--- config.mk ---
export PLATFORM = sky130hd
export DESIGN_NAME = at_response_parser_core_flat
export DESIGN_NICKNAME = d
export VERILOG_FILES = /design/src/sv/atrp_pkg.sv /design/src/sv/atrp_if.sv /design/src/sv/atrp_decode.sv /design/src/sv/at_response_parser_core.sv /design/src/flat_wrapper.sv
export SDC_FILE = /design/constraint.sdc
export NUM_CORES = 2
export LEC_CHECK = 0
export BUFFER_PORTS_ARGS = -buffer_cell sky130_fd_sc_hd__buf_2
export CAP_MARGIN = 20
export CORE_AREA = 4 4 621 561
export DETAILED_ROUTE_END_ITERATION = 16
export DIE_AREA = 0 0 625 565
export HOLD_SLACK_MARGIN = 0.02
export PLACE_DENSITY = 0.77
export SLEW_MARGIN = 25
export SYNTH_ARGS = -nofsm -noshare
export SYNTH_HDL_FRONTEND = slang
export SYNTH_MEMORY_MAX_BITS = 65536
export SYNTH_SLANG_ARGS = --single-unit
--- constraint.sdc ---
create_clock -name i_clk -period 9.8 [get_ports i_clk]
set_input_delay 0.98 -clock i_clk [delete_from_list [all_inputs] [get_ports i_clk]]
set_output_delay 0.98 -clock i_clk [all_outputs]
set_load 0.1 [all_outputs]
--- src/sv/atrp_pkg.sv ---
// ----------------------------------------------------------------------------
// AT response parser package
// Parser state encoding, status codes, command codes, character constants
// and the per-byte decision record shared by the parser modules.
// ----------------------------------------------------------------------------
package atrp_pkg;

    // Parser states. The numeric code of a state is reported as the error
    // state when a syntax error is detected in it.
    typedef enum logic [3:0] {
        S_WAIT_CR    = 4'd0,
        S_WAIT_LF    = 4'd1,
        S_FIRST      = 4'd2,
        S_GOT_O      = 4'd3,
        S_GOT_E      = 4'd4,
        S_GOT_ER     = 4'd5,
        S_GOT_ERR    = 4'd6,
        S_GOT_ERRO   = 4'd7,
        S_FINAL_CR   = 4'd8,
        S_FINAL_LF   = 4'd9,
        S_INFO_FIRST = 4'd10,
        S_INFO_TEXT  = 4'd11,
        S_INFO_LF    = 4'd12,
        S_AFTER_LINE = 4'd13,
        S_BLANK_LF   = 4'd14,
        S_RESULT     = 4'd15
    } t_state;

    typedef enum logic [1:0] {
        ST_NOT_READY = 2'd0,
        ST_READY     = 2'd1,
        ST_ERROR     = 2'd2
    } t_status;

    localparam logic CMD_PARSE = 1'b0;
    localparam logic CMD_READ  = 1'b1;

    localparam logic [7:0] C_CR    = 8'h0D;
    localparam logic [7:0] C_LF    = 8'h0A;
    localparam logic [7:0] C_O     = 8'h4F;
    localparam logic [7:0] C_E     = 8'h45;
    localparam logic [7:0] C_PLUS  = 8'h2B;
    localparam logic [7:0] C_K     = 8'h4B;
    localparam logic [7:0] C_R     = 8'h52;
    localparam logic [7:0] C_SPACE = 8'h20;
    localparam logic [7:0] C_TILDE = 8'h7E;

    // Decision taken for one received byte.
    typedef struct packed {
        t_state  next_state;
        t_status status;
        logic    clear_resp;
        logic    set_ok;
        logic    clr_ok;
        logic    store_char;
        logic    end_line;
    } t_step;

endpackage

--- src/sv/atrp_if.sv ---
// ----------------------------------------------------------------------------
// AT response parser channels
// Request channel (parse or read beats) and response channel, each with a
// valid/ready handshake.
// ----------------------------------------------------------------------------
interface atrp_req_if;
    logic       valid;
    logic       ready;
    logic       cmd;
    logic [7:0] rx_byte;
    logic [2:0] read_line;
    logic [5:0] read_col;

    modport source (output valid, cmd, rx_byte, read_line, read_col, input ready);
    modport sink   (input valid, cmd, rx_byte, read_line, read_col, output ready);
endinterface

interface atrp_rsp_if;
    logic       valid;
    logic       ready;
    logic [1:0] status;
    logic [3:0] error_state;
    logic       response_ok;
    logic [3:0] lines_stored;
    logic [7:0] read_char;
    logic [6:0] read_len;

    modport source (output valid, status, error_state, response_ok, lines_stored,
                    read_char, read_len, input ready);
    modport sink   (input valid, status, error_state, response_ok, lines_stored,
                    read_char, read_len, output ready);
endinterface

--- src/sv/atrp_decode.sv ---
// ----------------------------------------------------------------------------
// AT response parser byte decoder
// Decides the next parser state, the status and the storage actions for one
// received byte in the current state.
// ----------------------------------------------------------------------------
module atrp_decode (
    input  atrp_pkg::t_state i_state,
    input  logic [7:0]       i_byte,
    output atrp_pkg::t_step  o_step
);
    import atrp_pkg::*;

    t_state  w_next;
    t_status w_kind;
    logic    w_printable;

    assign w_printable = (i_byte >= C_SPACE) && (i_byte <= C_TILDE);

    // Next state. Anything not matched is a syntax error back to the start.
    always_comb begin
        w_next = S_WAIT_CR;
        w_kind = ST_ERROR;
        unique case (i_state)
            S_WAIT_CR: begin
                if (i_byte == C_CR) begin
                    w_next = S_WAIT_LF;
                    w_kind = ST_NOT_READY;
                end
            end
            S_WAIT_LF: begin
                if (i_byte == C_LF) begin
                    w_next = S_FIRST;
                    w_kind = ST_NOT_READY;
                end
            end
            S_FIRST: begin
                if (i_byte == C_O) begin
                    w_next = S_GOT_O;
                    w_kind = ST_NOT_READY;
                end else if (i_byte == C_E) begin
                    w_next = S_GOT_E;
                    w_kind = ST_NOT_READY;
                end else if (i_byte == C_PLUS) begin
                    w_next = S_INFO_FIRST;
                    w_kind = ST_NOT_READY;
                end
            end
            S_GOT_O: begin
                if (i_byte == C_K) begin
                    w_next = S_FINAL_CR;
                    w_kind = ST_NOT_READY;
                end
            end
            S_GOT_E: begin
                if (i_byte == C_R) begin
                    w_next = S_GOT_ER;
                    w_kind = ST_NOT_READY;
                end
            end
            S_GOT_ER: begin
                if (i_byte == C_R) begin
                    w_next = S_GOT_ERR;
                    w_kind = ST_NOT_READY;
                end
            end
            S_GOT_ERR: begin
                if (i_byte == C_O) begin
                    w_next = S_GOT_ERRO;
                    w_kind = ST_NOT_READY;
                end
            end
            S_GOT_ERRO: begin
                if (i_byte == C_R) begin
                    w_next = S_FINAL_CR;
                    w_kind = ST_NOT_READY;
                end
            end
            S_FINAL_CR: begin
                if (i_byte == C_CR) begin
                    w_next = S_FINAL_LF;
                    w_kind = ST_NOT_READY;
                end
            end
            S_FINAL_LF: begin
                if (i_byte == C_LF) begin
                    w_next = S_WAIT_CR;
                    w_kind = ST_READY;
                end
            end
            S_INFO_FIRST: begin
                if (w_printable) begin
                    w_next = S_INFO_TEXT;
                    w_kind = ST_NOT_READY;
                end
            end
            S_INFO_TEXT: begin
                if (w_printable) begin
                    w_next = S_INFO_TEXT;
                    w_kind = ST_NOT_READY;
                end else if (i_byte == C_CR) begin
                    w_next = S_INFO_LF;
                    w_kind = ST_NOT_READY;
                end
            end
            S_INFO_LF: begin
                if (i_byte == C_LF) begin
                    w_next = S_AFTER_LINE;
                    w_kind = ST_NOT_READY;
                end
            end
            S_AFTER_LINE: begin
                if (i_byte == C_PLUS) begin
                    w_next = S_INFO_FIRST;
                    w_kind = ST_NOT_READY;
                end else if (i_byte == C_CR) begin
                    w_next = S_BLANK_LF;
                    w_kind = ST_NOT_READY;
                end
            end
            S_BLANK_LF: begin
                if (i_byte == C_LF) begin
                    w_next = S_RESULT;
                    w_kind = ST_NOT_READY;
                end
            end
            S_RESULT: begin
                if (i_byte == C_O) begin
                    w_next = S_GOT_O;
                    w_kind = ST_NOT_READY;
                end else if (i_byte == C_E) begin
                    w_next = S_GOT_E;
                    w_kind = ST_NOT_READY;
                end
            end
            default: begin
                w_next = S_WAIT_CR;
                w_kind = ST_ERROR;
            end
        endcase
    end

    // Actions on the response record.
    always_comb begin
        o_step            = '0;
        o_step.next_state = w_next;
        o_step.status     = w_kind;
        o_step.clear_resp = (i_state == S_WAIT_CR);
        o_step.set_ok     = (i_state == S_GOT_O) && (i_byte == C_K);
        o_step.clr_ok     = (i_state == S_GOT_ERRO) && (i_byte == C_R);
        o_step.store_char = ((i_state == S_INFO_FIRST) || (i_state == S_INFO_TEXT))
                            && w_printable;
        o_step.end_line   = (i_state == S_INFO_TEXT) && (i_byte == C_CR);
    end

endmodule

--- src/sv/at_response_parser_core.sv ---
// A beat is captured in the input register, and its result in the response register.
// Throughput: one beat per cycle while responses are taken; one parser step sits between the input
// register and the response register, and the line store is read in the same step.
// Reset (synchronous, active low) returns the parser to awaiting the first CR,
// clears the OK flag, the line count and the column, and empties both pipeline stages.
// The line store and the line length table are not cleared by reset.
// ----------------------------------------------------------------------------
// AT response parser core
// Parses a modem AT response byte by byte, stores the text of the '+'
// information lines and serves reads of stored characters and line lengths.
// ----------------------------------------------------------------------------
module at_response_parser_core #(
    parameter int MAX_LINES      = 8,
    parameter int MAX_LINE_CHARS = 64
) (
    input  logic      i_clk,
    input  logic      i_rst_n,
    atrp_req_if.sink  i_req,
    atrp_rsp_if.source o_rsp
);
    import atrp_pkg::*;

    // Width of the line count and of the column (both reach their limit).
    localparam int CNW   = $clog2(MAX_LINES + 1);
    localparam int CW    = $clog2(MAX_LINE_CHARS + 1);
    // Index widths of the length table and of the character store.
    localparam int LW    = (MAX_LINES > 1) ? $clog2(MAX_LINES) : 1;
    localparam int DEPTH = MAX_LINES * MAX_LINE_CHARS;
    localparam int AW    = (DEPTH > 1) ? $clog2(DEPTH) : 1;
    // Compare width for a requested line against the count (count < 256).
    localparam int CMPW  = 8;
    // Compare width for a requested column against a line length.
    localparam int CPW   = (CW > 6) ? CW : 6;

    // ------------------------------------------------------------------
    // Input register stage. A beat waits here until the response register
    // can take its result; ready stays high whenever that stage moves.
    // ------------------------------------------------------------------
    logic       r_a_valid;
    logic       r_a_cmd;
    logic [7:0] r_a_byte;
    logic [2:0] r_a_line;
    logic [5:0] r_a_col;

    // Parser state and the record of the current response.
    t_state           r_state;
    logic             r_ok;
    logic [CNW-1:0]   r_line_count;
    logic [CW-1:0]    r_column;

    t_state           n_state;
    logic             n_ok;
    logic [CNW-1:0]   n_line_count;
    logic [CW-1:0]    n_column;

    // Line text store and line length table, each with a registered read.
    logic [7:0]       r_char_mem [DEPTH];
    logic [CW-1:0]    r_len_mem  [MAX_LINES];
    logic [7:0]       r_char_q;
    logic [CW-1:0]    r_len_q;

    // Response register stage.
    logic             r_b_valid;
    t_status          r_b_status;
    logic [3:0]       r_b_err;
    logic             r_b_ok;
    logic [3:0]       r_b_lines;
    logic [5:0]       r_b_col;
    logic             r_b_sel_mem;
    logic             r_b_sel_col;
    logic [CW-1:0]    r_b_colsnap;

    logic             w_accept;
    logic             w_adv;
    logic             w_parse;
    t_step            w_step;
    logic             w_char_we;
    logic             w_len_we;
    logic [AW-1:0]    w_wr_addr;
    logic [AW-1:0]    w_rd_addr;
    logic [CMPW-1:0]  w_ln_ext;
    logic [CMPW-1:0]  w_lc_ext;
    logic             w_in_range;
    logic             w_sel_mem;
    logic             w_sel_col;
    logic [CW-1:0]    w_rlen;

    // The input stage moves forward when the response register is empty or
    // its beat is being taken in this cycle.
    assign w_adv       = r_a_valid && (!r_b_valid || o_rsp.ready);
    assign i_req.ready = !r_a_valid || w_adv;
    assign w_accept    = i_req.valid && i_req.ready;
    assign w_parse     = (r_a_cmd == CMD_PARSE);

    always_ff @(posedge i_clk) begin
        if (!i_rst_n) begin
            r_a_valid <= 1'b0;
        end else if (w_accept) begin
            r_a_valid <= 1'b1;
        end else if (w_adv) begin
            r_a_valid <= 1'b0;
        end
    end

    always_ff @(posedge i_clk) begin
        if (w_accept) begin
            r_a_cmd  <= i_req.cmd;
            r_a_byte <= i_req.rx_byte;
            r_a_line <= i_req.read_line;
            r_a_col  <= i_req.read_col;
        end
    end

    // ------------------------------------------------------------------
    // Per-byte decision of the parser state machine.
    // ------------------------------------------------------------------
    atrp_decode u_decode (
        .i_state (r_state),
        .i_byte  (r_a_byte),
        .o_step  (w_step)
    );

    // Update of the response record. A byte in the start state opens a new
    // response: the flag, the count and the column are cleared first.
    // Characters past the column limit, or once all lines are used, are
    // dropped; a line end past the line limit neither stores a length nor
    // clears the column.
    always_comb begin
        n_state      = r_state;
        n_ok         = r_ok;
        n_line_count = r_line_count;
        n_column     = r_column;
        w_char_we    = 1'b0;
        w_len_we     = 1'b0;
        if (w_adv && w_parse) begin
            n_state = w_step.next_state;
            if (w_step.clear_resp) begin
                n_ok         = 1'b0;
                n_line_count = '0;
                n_column     = '0;
            end
            if (w_step.set_ok) begin
                n_ok = 1'b1;
            end
            if (w_step.clr_ok) begin
                n_ok = 1'b0;
            end
            if (w_step.store_char && (r_column < CW'(MAX_LINE_CHARS))
                    && (r_line_count < CNW'(MAX_LINES))) begin
                w_char_we = 1'b1;
                n_column  = r_column + CW'(1);
            end
            if (w_step.end_line && (r_line_count < CNW'(MAX_LINES))) begin
                w_len_we     = 1'b1;
                n_line_count = r_line_count + CNW'(1);
                n_column     = '0;
            end
        end
    end

    always_ff @(posedge i_clk) begin
        if (!i_rst_n) begin
            r_state      <= S_WAIT_CR;
            r_ok         <= 1'b0;
            r_line_count <= '0;
            r_column     <= '0;
        end else begin
            r_state      <= n_state;
            r_ok         <= n_ok;
            r_line_count <= n_line_count;
            r_column     <= n_column;
        end
    end

    // ------------------------------------------------------------------
    // Line store. Row = line index, column within the row = character.
    // A read beat fetches both the character and the line length; whether
    // they are shown is settled by the selects held in the response stage.
    // ------------------------------------------------------------------
    assign w_wr_addr = AW'(int'(r_line_count) * MAX_LINE_CHARS + int'(r_column));
    assign w_rd_addr = AW'(int'(r_a_line) * MAX_LINE_CHARS + int'(r_a_col));

    always_ff @(posedge i_clk) begin
        if (w_char_we) begin
            r_char_mem[w_wr_addr] <= r_a_byte;
        end
        if (w_adv) begin
            r_char_q <= r_char_mem[w_rd_addr];
        end
    end

    always_ff @(posedge i_clk) begin
        if (w_len_we) begin
            r_len_mem[LW'(r_line_count)] <= r_column;
        end
        if (w_adv) begin
            r_len_q <= r_len_mem[LW'(r_a_line)];
        end
    end

    // A completed line reports its stored length; the line in progress
    // reports the current column; any other line reports zero.
    assign w_ln_ext   = CMPW'(r_a_line);
    assign w_lc_ext   = CMPW'(r_line_count);
    assign w_in_range = (w_ln_ext < CMPW'(MAX_LINES));
    assign w_sel_mem  = w_in_range && (w_ln_ext < w_lc_ext);
    assign w_sel_col  = w_in_range && (w_ln_ext == w_lc_ext);

    // ------------------------------------------------------------------
    // Response register stage.
    // ------------------------------------------------------------------
    always_ff @(posedge i_clk) begin
        if (!i_rst_n) begin
            r_b_valid <= 1'b0;
        end else if (w_adv) begin
            r_b_valid <= 1'b1;
        end else if (o_rsp.ready) begin
            r_b_valid <= 1'b0;
        end
    end

    always_ff @(posedge i_clk) begin
        if (w_adv) begin
            r_b_status  <= w_parse ? w_step.status : ST_NOT_READY;
            // The error state is the state the byte arrived in; an error in
            // the start state therefore reads as zero.
            r_b_err     <= (w_parse && (w_step.status == ST_ERROR)) ? 4'(r_state) : 4'd0;
            r_b_ok      <= n_ok;
            r_b_lines   <= 4'(n_line_count);
            r_b_col     <= r_a_col;
            r_b_sel_mem <= !w_parse && w_sel_mem;
            r_b_sel_col <= !w_parse && w_sel_col;
            r_b_colsnap <= r_column;
        end
    end

    always_comb begin
        if (r_b_sel_mem) begin
            w_rlen = r_len_q;
        end else if (r_b_sel_col) begin
            w_rlen = r_b_colsnap;
        end else begin
            w_rlen = '0;
        end
    end

    assign o_rsp.valid        = r_b_valid;
    assign o_rsp.status       = r_b_status;
    assign o_rsp.error_state  = r_b_err;
    assign o_rsp.response_ok  = r_b_ok;
    assign o_rsp.lines_stored = r_b_lines;
    assign o_rsp.read_len     = 7'(w_rlen);
    // A column at or past the line length reads as zero.
    assign o_rsp.read_char    = (CPW'(r_b_col) < CPW'(w_rlen)) ? r_char_q : 8'd0;

    // ------------------------------------------------------------------
    // Assertions
    // ------------------------------------------------------------------
    a_count_bound: assert property (@(posedge i_clk) disable iff (!i_rst_n)
        r_line_count <= CNW'(MAX_LINES))
        else $error("line count above its limit");

    a_column_bound: assert property (@(posedge i_clk) disable iff (!i_rst_n)
        r_column <= CW'(MAX_LINE_CHARS))
        else $error("column above its limit");

    a_end_to_start: assert property (@(posedge i_clk) disable iff (!i_rst_n)
        (w_adv && w_parse && (w_step.status != ST_NOT_READY)) |=> (r_state == S_WAIT_CR))
        else $error("parser did not return to start after completion or error");

    a_new_response: assert property (@(posedge i_clk) disable iff (!i_rst_n)
        (w_adv && w_parse && (r_state == S_WAIT_CR))
            |=> ((r_line_count == '0) && (r_column == '0) && !r_ok))
        else $error("new response did not clear the response record");

endmodule
--- src/flat_wrapper.sv ---
// flat-port wrapper written by rule: the top's interface ports become plain ports
module at_response_parser_core_flat import atrp_pkg::*;
#(
    parameter int MAX_LINES      = 8,
    parameter int MAX_LINE_CHARS = 64
)
  (i_clk, i_rst_n, i_req_valid, i_req_cmd, i_req_rx_byte, i_req_read_line, i_req_read_col, i_req_ready, o_rsp_valid, o_rsp_status, o_rsp_error_state, o_rsp_response_ok, o_rsp_lines_stored, o_rsp_read_char, o_rsp_read_len, o_rsp_ready);
  atrp_req_if i_req_i ();
  atrp_rsp_if o_rsp_i ();
  input  logic i_clk;
  input  logic i_rst_n;
  input wire logic [$bits(i_req_i.valid)-1:0] i_req_valid;
  input wire logic [$bits(i_req_i.cmd)-1:0] i_req_cmd;
  input wire logic [$bits(i_req_i.rx_byte)-1:0] i_req_rx_byte;
  input wire logic [$bits(i_req_i.read_line)-1:0] i_req_read_line;
  input wire logic [$bits(i_req_i.read_col)-1:0] i_req_read_col;
  output wire logic [$bits(i_req_i.ready)-1:0] i_req_ready;
  output wire logic [$bits(o_rsp_i.valid)-1:0] o_rsp_valid;
  output wire logic [$bits(o_rsp_i.status)-1:0] o_rsp_status;
  output wire logic [$bits(o_rsp_i.error_state)-1:0] o_rsp_error_state;
  output wire logic [$bits(o_rsp_i.response_ok)-1:0] o_rsp_response_ok;
  output wire logic [$bits(o_rsp_i.lines_stored)-1:0] o_rsp_lines_stored;
  output wire logic [$bits(o_rsp_i.read_char)-1:0] o_rsp_read_char;
  output wire logic [$bits(o_rsp_i.read_len)-1:0] o_rsp_read_len;
  input wire logic [$bits(o_rsp_i.ready)-1:0] o_rsp_ready;
  assign i_req_i.valid = i_req_valid;
  assign i_req_i.cmd = i_req_cmd;
  assign i_req_i.rx_byte = i_req_rx_byte;
  assign i_req_i.read_line = i_req_read_line;
  assign i_req_i.read_col = i_req_read_col;
  assign i_req_ready = i_req_i.ready;
  assign o_rsp_valid = o_rsp_i.valid;
  assign o_rsp_status = o_rsp_i.status;
  assign o_rsp_error_state = o_rsp_i.error_state;
  assign o_rsp_response_ok = o_rsp_i.response_ok;
  assign o_rsp_lines_stored = o_rsp_i.lines_stored;
  assign o_rsp_read_char = o_rsp_i.read_char;
  assign o_rsp_read_len = o_rsp_i.read_len;
  assign o_rsp_i.ready = o_rsp_ready;
  at_response_parser_core #(.MAX_LINES(MAX_LINES), .MAX_LINE_CHARS(MAX_LINE_CHARS)) u_core (.i_clk(i_clk), .i_rst_n(i_rst_n), .i_req(i_req_i), .o_rsp(o_rsp_i));
endmodule
# == Yosys cells after proc, flatten, opt, wreduce, memory -nomap -nowiden ==
# Memories as Yosys holds them, arrays and structs flattened. A register that Yosys moved wholly into a read port is not among the register bits.
# Index checks and enable logic that the tools add are counted.
# word_totals
input_bits,22
word_cells,146
out_inout_bits,28
mem_bits_ro,0
n_memories,2
ram_bits,4152
register_bits,62
latchBits,0
# memory_table
memory,words,width,read_ports,rd_ports_with_merged_regs,write_ports,line,source
u_core.r_char_mem,512,8,1,1,1,at_response_parser_core.sv:57,logic [7:0] r_char_mem [DEPTH];
u_core.r_len_mem,8,7,1,1,1,at_response_parser_core.sv:58,logic [CW-1:0] r_len_mem [MAX_LINES];
# op_classes
bitwise_logic,1
n_reduce_logical,29
n_div,0
eq_ne,24
addsub,4
magnitude_cmp,7
n_mux,61
n_mul,0
n_shift,0
# op_table
operator,count
$mux W4,16
$pmux W4 S16,1
$mux W7,5
$eq A4 B4 Y1 const B,8
$eq A8 B7 Y1 const B,4
$mux W2,15
$pmux W2 S11,1
$mux W1,17
$eq A4 B3 Y1 const B,4
$eq A8 B4 Y1 const B,2
$logic_and A1 B1 Y1,16
$mux W3,5
$add A9 B6 Y9,1
$add A9 B7 Y9,1
$eq A4 B2 Y1 const B,2
$eq A8 B6 Y1 const B,1
$ge A8 B6 Y1 const B,1
$le A8 B7 Y1 const B,1
$mux W8,1
$add A7 B1 Y7 const B,1
$lt A6 B7 Y1,1
$lt A7 B7 Y1 const B,1
$reduce_or A3 Y1,2
$add A4 B1 Y4 const B,1
14 further kinds,18

# == Depth between registers and ports, before layout ==
# logic_depth
depth_word,9
depth_mapped,12
ltp_nobuf,8

# == Modules after synthesis ==
# Synthesis repeated with hierarchy kept, for this count alone.
# unflattened
hier_cells,7790
area_unflattened_um2,164434.0
# by_module_without_submodules
mod,area_per_inst_um2,n_inst,seq_area_each_um2,cells_each
at_response_parser_core,163774.6,1,126811.6,7686
atrp_decode,659.4,1,0.0,104

# == Worst setup path after synthesis ==
# No wires, ideal clock.
# synth_timing
path_type,register to register
from,register u_core.r_a_byte[5]
to,"memory u_core.r_char_mem[132][0], enable pin"
path_buffers,1
required_ns,9.430
period_less_slack_ns,9.588
setup_time_ns,0.370
path_slack_ns,0.212
t_arrival_ns,9.217
stages_incl_launch_ff,7
path_cell_list,edfxtp_1 o221ai_1 or4_4 nor3b_1 nand2_1 buf_2 nor2_1
# synth_via
elab_chain_cells,9
word_cells_on_any_way,10
cone_classes,order compare: 2; mux: 4; reduce/logical: 4
# synth_rtl
item,line,source
from (decl),at_response_parser_core.sv:41,logic [7:0] r_a_byte;
from (signal assigned),at_response_parser_core.sv:108,r_a_byte <= i_req.rx_byte;
$ge A8 B6 Y1 or $le A8 B7 Y1 (tied branches),atrp_decode.sv:17,assign w_printable = (i_byte >= C_SPACE) && (i_byte <= C_TILDE);
$logic_and A1 B1 Y1 *,atrp_decode.sv:17,
$logic_and A1 B1 Y1 *,atrp_decode.sv:151,&& w_printable;
$logic_and A1 B1 Y1 *,at_response_parser_core.sv:148,if (w_step.store_char && (r_column < CW'(MAX_LINE_CHARS))
$logic_and A1 B1 Y1 *,at_response_parser_core.sv:149,&& (r_line_count < CNW'(MAX_LINES))) begin
$mux W1 *,at_response_parser_core.sv:148,
$mux W1 *,at_response_parser_core.sv:135,if (w_adv && w_parse) begin
$mux W1 *,at_response_parser_core.sv:184,if (w_char_we) begin
$mux W1 (implied by the code) *,at_response_parser_core.sv:185,r_char_mem[w_wr_addr] <= r_a_byte;
to (decl),at_response_parser_core.sv:57,
# Every way passes the cells marked *; elsewhere a longest branch is shown, timed or not.

# == Worst setup path in the final report ==
# layout_timing
from,register u_core.r_a_col[0]
to,"register u_core.r_char_q[6] (read register of u_core.r_char_mem), data pin"
# layout_via
elab_chain_cells,1
# layout_rtl
item,line,source
from (decl),at_response_parser_core.sv:43,logic [5:0] r_a_col;
from (signal assigned),at_response_parser_core.sv:110,r_a_col <= i_req.read_col;
$add A9 B6 Y9,at_response_parser_core.sv:181,assign w_rd_addr = AW'(int'(r_a_line) * MAX_LINE_CHARS + int'(r_a_col));
to (decl),at_response_parser_core.sv:59,logic [7:0] r_char_q;
# Every way passes these cells.
# A chain may end at the register's enable or synchronous reset.

==> reports/qor.txt <==
Synth Cell Area: 164000 sq um
Gr usage total: 22.4%
Global-route wire length before repair: 581000 um
H-tree level count: 5
Global route overflow: 0
Final ANT Viol Nets: 0
Initial Utilization: 47.8%
Worst-Skew Late Latency: 0.92 ns
Syn_nets: 7513
YS warnings: 0
Initial antenna violation count: 10
Fin crit period: 5.38 ns
Port Buffers: 49
Routability congestion estimate: 0.848
Post-synth EDFFs: 4211
Register area share after synthesis: 77.5%
Hold Fails Final Rpt: 0
Layout cells sized above 1: 25.1%
Worst-path fanout max: 75
Commonest cells in the synthesized netlist: 4211 x edfxtp_1, 1038 x mux4_2, 562 x nor2_1
Synth top area share: 77.3%
Cells resized by post-CTS repair: 0
Fill cell count: 24500
DR vias: 80800
R2R depth: 11
Routed len/inst: 32.1 um
Post-route DRC violation count: 0
Worst hold slack: 0.237 ns
DRT met1 WL: 144000 um
Initial DRC Count: 12300
Max Used Layer: met5
Max-slew headroom: 22.7%
Hold-fix buffers, CTS: 0
Crit end category: flip-flop
Sinks on Clock Net: 4229
Hold Crit Depth: 1
Synth Register Bits: 4229
Final Max Tran Viols: 0
FF/Latch Area: 127000 sq um
Arrival @ worst endpoint: 5.99 ns
Status: finished, final reports clean
P&R area growth vs syn: 11.1%
Clock buffer depth: 4
Rows: 204
Ports: 50
Setup WS pre-CTS: 4.10 ns
Max Cap Violations: 0
Final WS setup: 4.42 ns
Slew @ Worst Pin: 1.15 ns
Total power draw: 36.8 mW
TritonRoute pass-1 iters: 9
Setup crit start kind: flip-flop
Detailed-route wire length: 400000 um
# setup viols final: 0
Hpwl dp: 222000 um
Power density over the cells: 202 nW/um^2
Ys flop type: edfxtp_1
Post-CTS Setup Bufs: 0
Metal3 WL: 49100 um
Critical path type: flip-flop to flip-flop
Root buffer cell: clkbuf_16
Count leader, synth: edfxtp_1
Critical path required time: 10.40 ns
Setup TNS: 0 ns
Total core area: 342000 sq um
CTS clk-pin slew, worst paths: 0.06 ns
Final period util: 54.9%
Final Skew: 0.0456 ns
Die width: 625 um
DIE HEIGHT: 565 um
Cells after Synth: 7476
Leak: 55.3 nW
Main area contributors after synthesis: edfxtp_1 77%, mux4_2 14%, nor2_1 1.3%
Die ar.: 353000 sq um
Number of global-route vias before repair: 80600
DP Area: 169000 sq um
Number of library cell types mapped by synthesis: 64
Largest net degree at the start of global routing: 215
Worst min-delay path class: input port to flip-flop
Final instance area: 182000 sq um
Dominant cell type by area after synthesis: edfxtp_1
Max frequency: 186 MHz
Area of the multi-input gates: 34800 sq um
Worst ir drop on vdd: 184 uV
Unrepaired setup endpoints after global routing: false
DR WL met2: 189000 um
Total CTS buffers: 390
Syn_area_per_cell: 21.9 sq um
Final nets: 7628
Ys async rst share: 0%
Vias/cell: 6.49
CTS tree: done
## placed cells by master (no fill, tap or decap), types with 15 or more instances in the layout
master,count
nand3_1,19
edfxtp_1,4211
clkbuf_1,63
a22o_1,17
o2bb2ai_1,30
buf_12,22
nand2_1,73
mux4_2,1038
buf_4,118
o22ai_1,23
nor4_1,36
nor2_1,558
mux2_2,150
dfxtp_1,18
clkinv_1,99
mux2i_1,124
nor2b_1,34
buf_2,50
o221ai_1,110
inv_1,16
clkbuf_16,394
clkinv_2,82
a21oi_1,21
o22a_1,93
a221oi_1,85
bufinv_16,42
o21ai_0,125
a211oi_1,62
nand2_4,17
ha_1,15
## metal layers
metal / vias up / GRT usage (%)
li1: 31800 / -
met1: 42300 / 30.7
met2: 5821 / 34.5
met3: 911 / 5.67
met4: 2 / 9.09
met5: - / 0
## worst max-delay path, stage by stage (launching register included)
cell,delay [ns]
edfxtp_1,0.61
buf_12,0.54
buf_6,0.63
buf_4,0.66
mux4_2,0.61
o22a_1,0.23
o21ai_0,0.20
a221oi_1,0.33
nor4_1,0.72
buf_4,0.22
a22o_1,0.16
a211oi_1,0.08
## kinds of logic (layout without fill, tap and decap cells)
kind of cell,count (synthesis),count (layout),share of synthesized area (%)
fa+ha+maj,15,15,0.115
compound gates,608,608,2.82
flops,4229,4229,77.5
simple gates,808,808,2.11
mux,1312,1312,16.1
buf+inv,497,932,1.36
xor+xnor,7,7,0.0375
other cells,0,7,0
## cell type report
class / instances / area share [%]
sequential: 4229 / 69.8
multi-input combinational: 2750 / 19.2
clock buffer: 457 / 5.55
tap: 4532 / 3.12
clock inverter: 255 / 1.35
timing repair buffer: 202 / 0.995
inverter: 18 / 0.0372
antenna: 7 / 0.00964
## registers in the layout (all words and copies together), names as in the netlist, 2 cells and up
signal / cells
u_core.r_column: 7
u_core.o_rsp.lines_stored: 4
u_core.r_len_q: 7
u_core.r_b_colsnap: 7
u_core.r_a_col: 6
u_core.r_a_line: 3
u_core.r_line_count: 4
u_core.r_state: 4
u_core.r_b_col: 6
u_core.r_a_byte: 8
u_core.o_rsp.status: 2
u_core.o_rsp.error_state: 4
u_core.r_char_mem: 4096
u_core.r_len_mem: 56
u_core.r_char_q: 8
## where the power goes
| group | total (mW) | switching [mW] | leakage (nW) | internal (mW) |
|---|---|---|---|---|
| logic | 1.77 | 1.16 | 11.1 | 0.608 |
| clock network | 15.1 | 6.61 | 6.15 | 8.50 |
| registers | 19.9 | 0.0191 | 38.1 | 19.9 |
## path summary, 6_finish.rpt
kind | startpoint | to | slack [ns]
setup reg to reg | u_core.r_a_col[0]$_DFFE_PP_ | u_core.r_char_q[6]$_DFFE_PP_ | 4.42
hold / removal | i_req_rx_byte[7] | u_core.r_a_byte[7]$_DFFE_PP_ | 0.24
hold reg to reg | u_core.r_a_valid$_SDFFE_PN0P_ | u_core.o_rsp.valid$_SDFFE_PN0P_ | 0.57
setup / recovery | u_core.r_a_col[0]$_DFFE_PP_ | u_core.r_char_q[6]$_DFFE_PP_ | 4.42
## stage by stage
step / instances / utilization (%)
detailed placement: 11700 / 49.4
CTS: 12400 / 53.1
global placement: 11700 / 49.4
floorplan: 7476 / -
finish: 12500 / 53.1
global route: 12400 / 53.1
No activity file was read; power rests on OpenSTA's default activity.
